### src/rtl/mbps_pkg.sv
// ----------------------------------------------------------------------------
// mbps_pkg
// shared constants, types and helpers of the masked byte pattern scanner
// ----------------------------------------------------------------------------
package mbps_pkg;

    localparam int PATTERN_MAX = 16;
    localparam int IDX_W       = $clog2(PATTERN_MAX);
    localparam int LEN_W       = 5;
    localparam int CFG_IDX_W   = 3;

    typedef enum logic [CFG_IDX_W-1:0] {
        CFG_PAT_LO    = 3'd0,
        CFG_PAT_HI    = 3'd1,
        CFG_CARE      = 3'd2,
        CFG_LENGTH    = 3'd3,
        CFG_INSTANCE  = 3'd4,
        CFG_BASE      = 3'd5
    } cfg_idx_t;

    typedef struct packed {
        logic [63:0]      pat_lo;
        logic [63:0]      pat_hi;
        logic [15:0]      care;
        logic [LEN_W-1:0] length;
        logic [15:0]      instance_wanted;
        logic [63:0]      base;
    } cfg_t;

    // length zero acts as one, anything above the cell count is clipped
    function automatic logic [LEN_W-1:0] eff_len(input logic [LEN_W-1:0] len);
        logic [LEN_W-1:0] r;
        r = len;
        if (len == '0)
            r = LEN_W'(1);
        if (len > LEN_W'(PATTERN_MAX))
            r = LEN_W'(PATTERN_MAX);
        return r;
    endfunction

endpackage

### src/rtl/mbps_cfg_regs.sv
// ----------------------------------------------------------------------------
// mbps_cfg_regs
// configuration register file, written through its own valid/ready channel
// ----------------------------------------------------------------------------
module mbps_cfg_regs (
    input  logic                          clk,
    input  logic                          rst_n,
    input  logic                          cfg_valid,
    output logic                          cfg_ready,
    input  logic [mbps_pkg::CFG_IDX_W-1:0] cfg_index,
    input  logic [63:0]                   cfg_data,
    output mbps_pkg::cfg_t                cfg
);
    import mbps_pkg::*;

    cfg_t cfg_reg;

    assign cfg_ready = 1'b1;
    assign cfg         = cfg_reg;

    always_ff @(posedge clk or negedge rst_n)
    begin
        if (!rst_n)
        begin
            cfg_reg.pat_lo          <= '0;
            cfg_reg.pat_hi          <= '0;
            cfg_reg.care            <= 16'hFFFF;
            cfg_reg.length          <= LEN_W'(1);
            cfg_reg.instance_wanted <= '0;
            cfg_reg.base            <= '0;
        end
        else if (cfg_valid)
        begin
            case (cfg_index)
                CFG_PAT_LO:   cfg_reg.pat_lo          <= cfg_data;
                CFG_PAT_HI:   cfg_reg.pat_hi          <= cfg_data;
                CFG_CARE:     cfg_reg.care            <= cfg_data[15:0];
                CFG_LENGTH:   cfg_reg.length          <= cfg_data[LEN_W-1:0];
                CFG_INSTANCE: cfg_reg.instance_wanted <= cfg_data[15:0];
                CFG_BASE:     cfg_reg.base            <= cfg_data;
                default:      ;
            endcase
        end
    end

endmodule

### src/rtl/mbps_cell.sv
// ----------------------------------------------------------------------------
// mbps_cell
// one window byte: shifts in from its neighbor and compares the incoming byte
// ----------------------------------------------------------------------------
module mbps_cell (
    input  logic       clk,
    input  logic       rst_n,
    input  logic       shift_en,
    input  logic       clear,
    input  logic [7:0] shift_in,
    input  logic [7:0] pat_byte,
    input  logic       care_bit,
    input  logic       active,
    output logic [7:0] byte_out,
    output logic       hit
);
    logic [7:0] byte_reg;
    logic [7:0] byte_next;

    // hit looks at the value this cell holds after the shift
    assign hit      = !active || !care_bit || (shift_in == pat_byte);
    assign byte_out = byte_reg;

    always_comb
    begin
        byte_next = byte_reg;
        if (clear)
            byte_next = '0;
        else if (shift_en)
            byte_next = shift_in;
    end

    always_ff @(posedge clk or negedge rst_n)
    begin
        if (!rst_n)
            byte_reg <= '0;
        else
            byte_reg <= byte_next;
    end

endmodule

### src/rtl/masked_byte_pattern_scanner.sv
// ----------------------------------------------------------------------------
// masked_byte_pattern_scanner
// wildcard byte pattern search over a streamed region, reports the nth match
// ----------------------------------------------------------------------------
// the result of a byte is registered and shows in the cycle after its transfer
// throughput: one byte per cycle while no result waits; the whole window
//   compare over the cell row and the address add settle as the byte is taken
// reset: rst_n clears window, counters and output valid at once; all but
//   found and match_address return to defaults, no clearing pass is needed
module masked_byte_pattern_scanner (
    input  logic                           clk,
    input  logic                           rst_n,
    input  logic                           in_valid,
    output logic                           in_ready,
    input  logic [7:0]                     data_byte,
    input  logic                           last_byte,
    output logic                           out_valid,
    input  logic                           out_ready,
    output logic                           found,
    output logic [63:0]                    match_address,
    input  logic                           cfg_valid,
    output logic                           cfg_ready,
    input  logic [mbps_pkg::CFG_IDX_W-1:0] cfg_index,
    input  logic [63:0]                    cfg_data
);
    import mbps_pkg::*;

    cfg_t             cfg;
    logic [LEN_W-1:0] len;
    logic             in_xfer;
    logic             shift_en;

    logic [7:0]             chain [PATTERN_MAX+1];
    logic [PATTERN_MAX-1:0] cell_hit;
    logic [8*PATTERN_MAX-1:0] pat_all;

    logic [63:0] bytes_seen_reg, bytes_seen_next, bytes_inc;
    logic [15:0] matches_reg, matches_next;
    logic        done_reg, done_next;
    logic        out_valid_reg, out_valid_next;
    logic        found_reg, found_next;
    logic [63:0] addr_reg, addr_next;
    logic        match;
    logic        res_now;

    mbps_cfg_regs u_cfg (
        .clk       (clk),
        .rst_n     (rst_n),
        .cfg_valid (cfg_valid),
        .cfg_ready (cfg_ready),
        .cfg_index (cfg_index),
        .cfg_data  (cfg_data),
        .cfg       (cfg)
    );

    assign len      = eff_len(cfg.length);
    assign pat_all  = {cfg.pat_hi, cfg.pat_lo}[8*PATTERN_MAX-1:0];
    assign in_ready = !out_valid_reg || out_ready;
    assign in_xfer  = in_valid && in_ready;
    assign shift_en = in_xfer && !done_reg;

    assign chain[0] = data_byte;

    // cell k holds the byte k steps old and checks pattern position len-1-k
    for (genvar k = 0; k < PATTERN_MAX; k++)
    begin : g_cell
        logic [LEN_W-1:0] pos;
        logic [IDX_W-1:0] pidx;
        assign pos  = LEN_W'(len - LEN_W'(1) - LEN_W'(k));
        assign pidx = pos[IDX_W-1:0];

        mbps_cell u_cell (
            .clk      (clk),
            .rst_n    (rst_n),
            .shift_en (shift_en),
            .clear    (in_xfer && last_byte),
            .shift_in (chain[k]),
            .pat_byte (pat_all[8*pidx +: 8]),
            .care_bit (cfg.care[pidx]),
            .active   (LEN_W'(k) < len),
            .byte_out (chain[k+1]),
            .hit      (cell_hit[k])
        );
    end

    assign bytes_inc = (bytes_seen_reg == '1) ? bytes_seen_reg : bytes_seen_reg + 64'd1;
    assign match     = (&cell_hit) && (bytes_inc >= 64'(len));

    always_comb
    begin
        bytes_seen_next = bytes_seen_reg;
        matches_next    = matches_reg;
        done_next       = done_reg;
        out_valid_next  = out_valid_reg && !out_ready;
        found_next      = found_reg;
        addr_next       = addr_reg;
        res_now         = 1'b0;
        if (shift_en)
        begin
            bytes_seen_next = bytes_inc;
            if (match)
            begin
                if (matches_reg == cfg.instance_wanted)
                begin
                    res_now        = 1'b1;
                    done_next      = 1'b1;
                    out_valid_next = 1'b1;
                    found_next     = 1'b1;
                    addr_next      = cfg.base + bytes_inc - 64'(len);
                end
                else if (matches_reg != 16'hFFFF)
                begin
                    matches_next = matches_reg + 16'd1;
                end
            end
            if (last_byte && !res_now)
            begin
                out_valid_next = 1'b1;
                found_next     = 1'b0;
                addr_next      = '0;
            end
        end
        if (in_xfer && last_byte)
        begin
            bytes_seen_next = '0;
            matches_next    = '0;
            done_next       = 1'b0;
        end
    end

    always_ff @(posedge clk or negedge rst_n)
    begin
        if (!rst_n)
        begin
            bytes_seen_reg <= '0;
            matches_reg    <= '0;
            done_reg       <= 1'b0;
            out_valid_reg  <= 1'b0;
        end
        else
        begin
            bytes_seen_reg <= bytes_seen_next;
            matches_reg    <= matches_next;
            done_reg       <= done_next;
            out_valid_reg  <= out_valid_next;
        end
    end

    always_ff @(posedge clk)
    begin
        found_reg <= found_next;
        addr_reg  <= addr_next;
    end

    assign out_valid     = out_valid_reg;
    assign found         = found_reg;
    assign match_address = addr_reg;

endmodule

### config.mk
export PLATFORM = sky130hd
export DESIGN_NAME = masked_byte_pattern_scanner
export DESIGN_NICKNAME = d
export VERILOG_FILES = /design/src/rtl/mbps_pkg.sv /design/src/rtl/mbps_cfg_regs.sv /design/src/rtl/mbps_cell.sv /design/src/rtl/masked_byte_pattern_scanner.sv
export SDC_FILE = /design/constraint.sdc
export NUM_CORES = 1
export LEC_CHECK = 0
export BUFFER_PORTS_ARGS = -buffer_cell sky130_fd_sc_hd__buf_2
export CORE_ASPECT_RATIO = 1.75
export CORE_MARGIN = 4
export CORE_UTILIZATION = 30
export DETAILED_ROUTE_END_ITERATION = 8
export PLACE_DENSITY = 0.42
export SKIP_LAST_GASP = 1
export SYNTH_ARGS = -nofsm -noshare
export SYNTH_HDL_FRONTEND = slang
export SYNTH_SLANG_ARGS = --single-unit
### constraint.sdc
create_clock -name clk -period 11.6 [get_ports clk]
set_input_delay 1.16 -clock clk [delete_from_list [all_inputs] [get_ports clk]]
set_output_delay 1.16 -clock clk [all_outputs]
set_load 0.01 [all_outputs]
==> results.tsv <==
metric	value	unit
outcome	finished clean	
place_area	38700	um2
cts_sinks	496	
ant_nets	0	
ys_seq_elements	496	
worstSetupStartpointType	flip-flop	
power.density	239	nW/um2
worst_pin_slew	1330	ps
drv_slew	0	
rsz0062_at_grt	no	
gp_congestion	0.958	
fill_cells	12400	
critPathMostFrequentCell	buf_4	
nets	3691	
htreeDepth	2	
grtUsageTotal	0.226	
hold_start	done_reg	
critPathKind	reg -> reg	
fmax	119	MHz
synth_edf_count	65	
drt-wirelength-per-cell	28.7	um
die_y	469	um
portBuffers	147	
p_leak	17.3	nW
drtIter0Drc	2246	
vdd_drop_max	0.000151	V
critPathSlowestCell	nor2_2	
finalSetupViolCount	0	
crit_path_end_kind	flip-flop	
path_clk_slew	70	ps
synth_flop_cell	dfrtp_1	
cp.arrival	8770	ps
synth_nets	3662	
hold_class	reg -> reg	
dieArea	127000	um2
cts_buffers	52	
r2r_start	u_cfg.cfg[84]	
cts_setup_buffers	0	
core_area	120000	um2
syn_inst	3438	
wl_met1	51.9	mm
wl	147	mm
critPathRequiredTime	11940	ps
yosys_warnings	0	
start_util	0.303	
cts_root_buffer	clkbuf_16	
drcViolationCount	0	
layout-drive-gt1-share	0.222	
ys_types	89	
ys_seq_area_frac	0.350	
post-route-period-util	0.727	
grt_pass1_wl	210	mm
ios	149	
dp_hpwl	115	mm
critPathMaxStageDelay	910	ps
crit_fanout	39	
area_delta_synth_final	11.1	%
met2_length	76.8	mm
wl_met3	4.85	mm
vias	28600	
reg2regPathDepth	20	
fin_area	40500	um2
fin_crit	8430	ps
clk_path_buf_depth	3	
die_width	271	um
async_flop_share	0.869	
grt_overflow	0	
hold_depth	2	
cts_tree	built	
cts_resized	0	
grt_max_degree	148	
clock_latency	650	ps
rows	168	
routed_via_density	5.57	
grt_pass1_vias	28800	
synth.avg_cell_area	10.6	um2
cts-hold-fix-buffers	0	
slew_headroom	0.114	
antenna_found_initial	4	
cp-startpoint	u_cfg.cfg[84]	
cp_cell_sequence	nand2b_1 -> nand2_4 -> inv_4 -> ha_2 -> xnor2_2 -> buf_4 -> inv_1 -> ha_1 -> or3b_2 -> a22oi_1 -> nor4_1 -> nor2_2 -> mux4_2 -> xnor2_1 -> a41oi_1 -> or3_1 -> nor2_1 -> a31oi_1 -> nor2_4 -> buf_4	
drtPass1Iterations	7	
largest_reg_flops	229	
maxCapViolations	0	
finalClockSkew	28.9	ps
setup_tns	0	ps
dr.max_layer_used	met5	
synth.cell_area	36400	um2
finalHoldViolCount	0	
power	9.68	mW
cells in the final DEF, fill, tap and decap left out, drive strengths merged, types with 33 or more instances in the layout:
cell type / instances
xnor2: 158
nor3: 43
nor4: 33
mux4: 187
nand3: 112
nor2: 146
o21ai: 128
dfrtp: 414
a21oi: 91
buf: 205
nand2: 239
clkbuf: 73
a21o: 49
a31oi: 38
mux2: 237
and3: 51
a22o: 124
mux2i: 281
xor2: 97
edfxtp: 65
nand2b: 36
nand4: 56
inv: 224
ha: 138
Yosys cell counts, types with 41 or more instances:
master    count  area share
a21oi_1      91       0.012
xnor2_1     156       0.037
edfxtp_1     65       0.054
xor2_1       96       0.023
mux4_2      187        0.12
mux2i_1     281       0.077
nor2_1      146       0.015
nand3_1     112       0.015
a21o_1       49       0.010
and3_1       51      0.0088
inv_1       214       0.022
dfrtp_1     414        0.28
ha_1        138       0.047
clkbuf_1    150       0.015
a22o_1      124       0.030
nand4_1      56      0.0096
o21ai_0     127       0.017
nor3_1       41      0.0056
nand2_1     237       0.024
mux2_2      237       0.073
worst max-delay path: cells and delay by family (launching register included):
kind / cells / cell delay (ps)
mux: 1 / 650
xor+xnor: 2 / 550
compound gates: 3 / 630
flops: 1 / 770
fa+ha+maj: 2 / 630
simple gates: 8 / 3590
buf+inv: 4 / 1230
worst paths after layout:
| path | slack, ps | to |
|---|---|---|
| setup / recovery | 3170 | match_address[51] |
| hold / removal | 500 | done_reg |
| setup reg to reg | 3170 | match_address[51] |
| hold reg to reg | 500 | done_reg |
| max in group asynchronous | 8550 | u_cfg.cfg[189] |
| min in group asynchronous | 550 | u_cfg.cfg[68] |
layer usage:
layer | GRT usage | vias up
li1 | - | 12800
met1 | 0.238 | 14600
met2 | 0.418 | 866
met3 | 0.0226 | 308
met4 | 0.167 | 4
met5 | 0 | -
kinds of logic after synthesis:
logic type | count (synthesis) | share of synthesized area
AND/OR/NAND/NOR | 809 | 0.111
adder cells (fa/ha/maj) | 143 | 0.0501
AO/OA/AOI/OAI | 578 | 0.109
buffers and inverters | 451 | 0.0523
flip-flops | 496 | 0.350
other | 1 | 0.000103
multiplexers | 705 | 0.266
XOR/XNOR | 255 | 0.0619
layout make-up:
| type | count | area [um2] | area share |
|---|---|---|---|
| Clock buffer | 73 | 1490 | 0.0368 |
| Antenna cell | 2 | 5.00 | 0.000124 |
| Clock inverter | 24 | 264 | 0.00652 |
| Sequential cell | 496 | 12800 | 0.315 |
| Timing Repair Buffer | 205 | 1220 | 0.0301 |
| Inverter | 221 | 840 | 0.0207 |
| Tap cell | 1615 | 2020 | 0.0499 |
| Multi-Input combinational cell | 2491 | 21900 | 0.541 |
stage by stage:
step	instances	hold WS [ps]	worst slack, ps	util
after floorplan	3438	457	1690	-
after global placement	5028	478	3240	0.322
after detailed placement	5028	480	3210	0.322
after CTS	5125	496	3180	0.337
after global routing	5126	512	2710	0.337
final	5127	496	3170	0.337
where the power goes:
group	leakage (nW)	switching (mW)	internal (mW)
registers	6.15	0.284	2.02
logic	10.3	3.28	2.30
clock network	0.853	0.799	0.992
No activity file was read; power rests on OpenSTA's default activity.
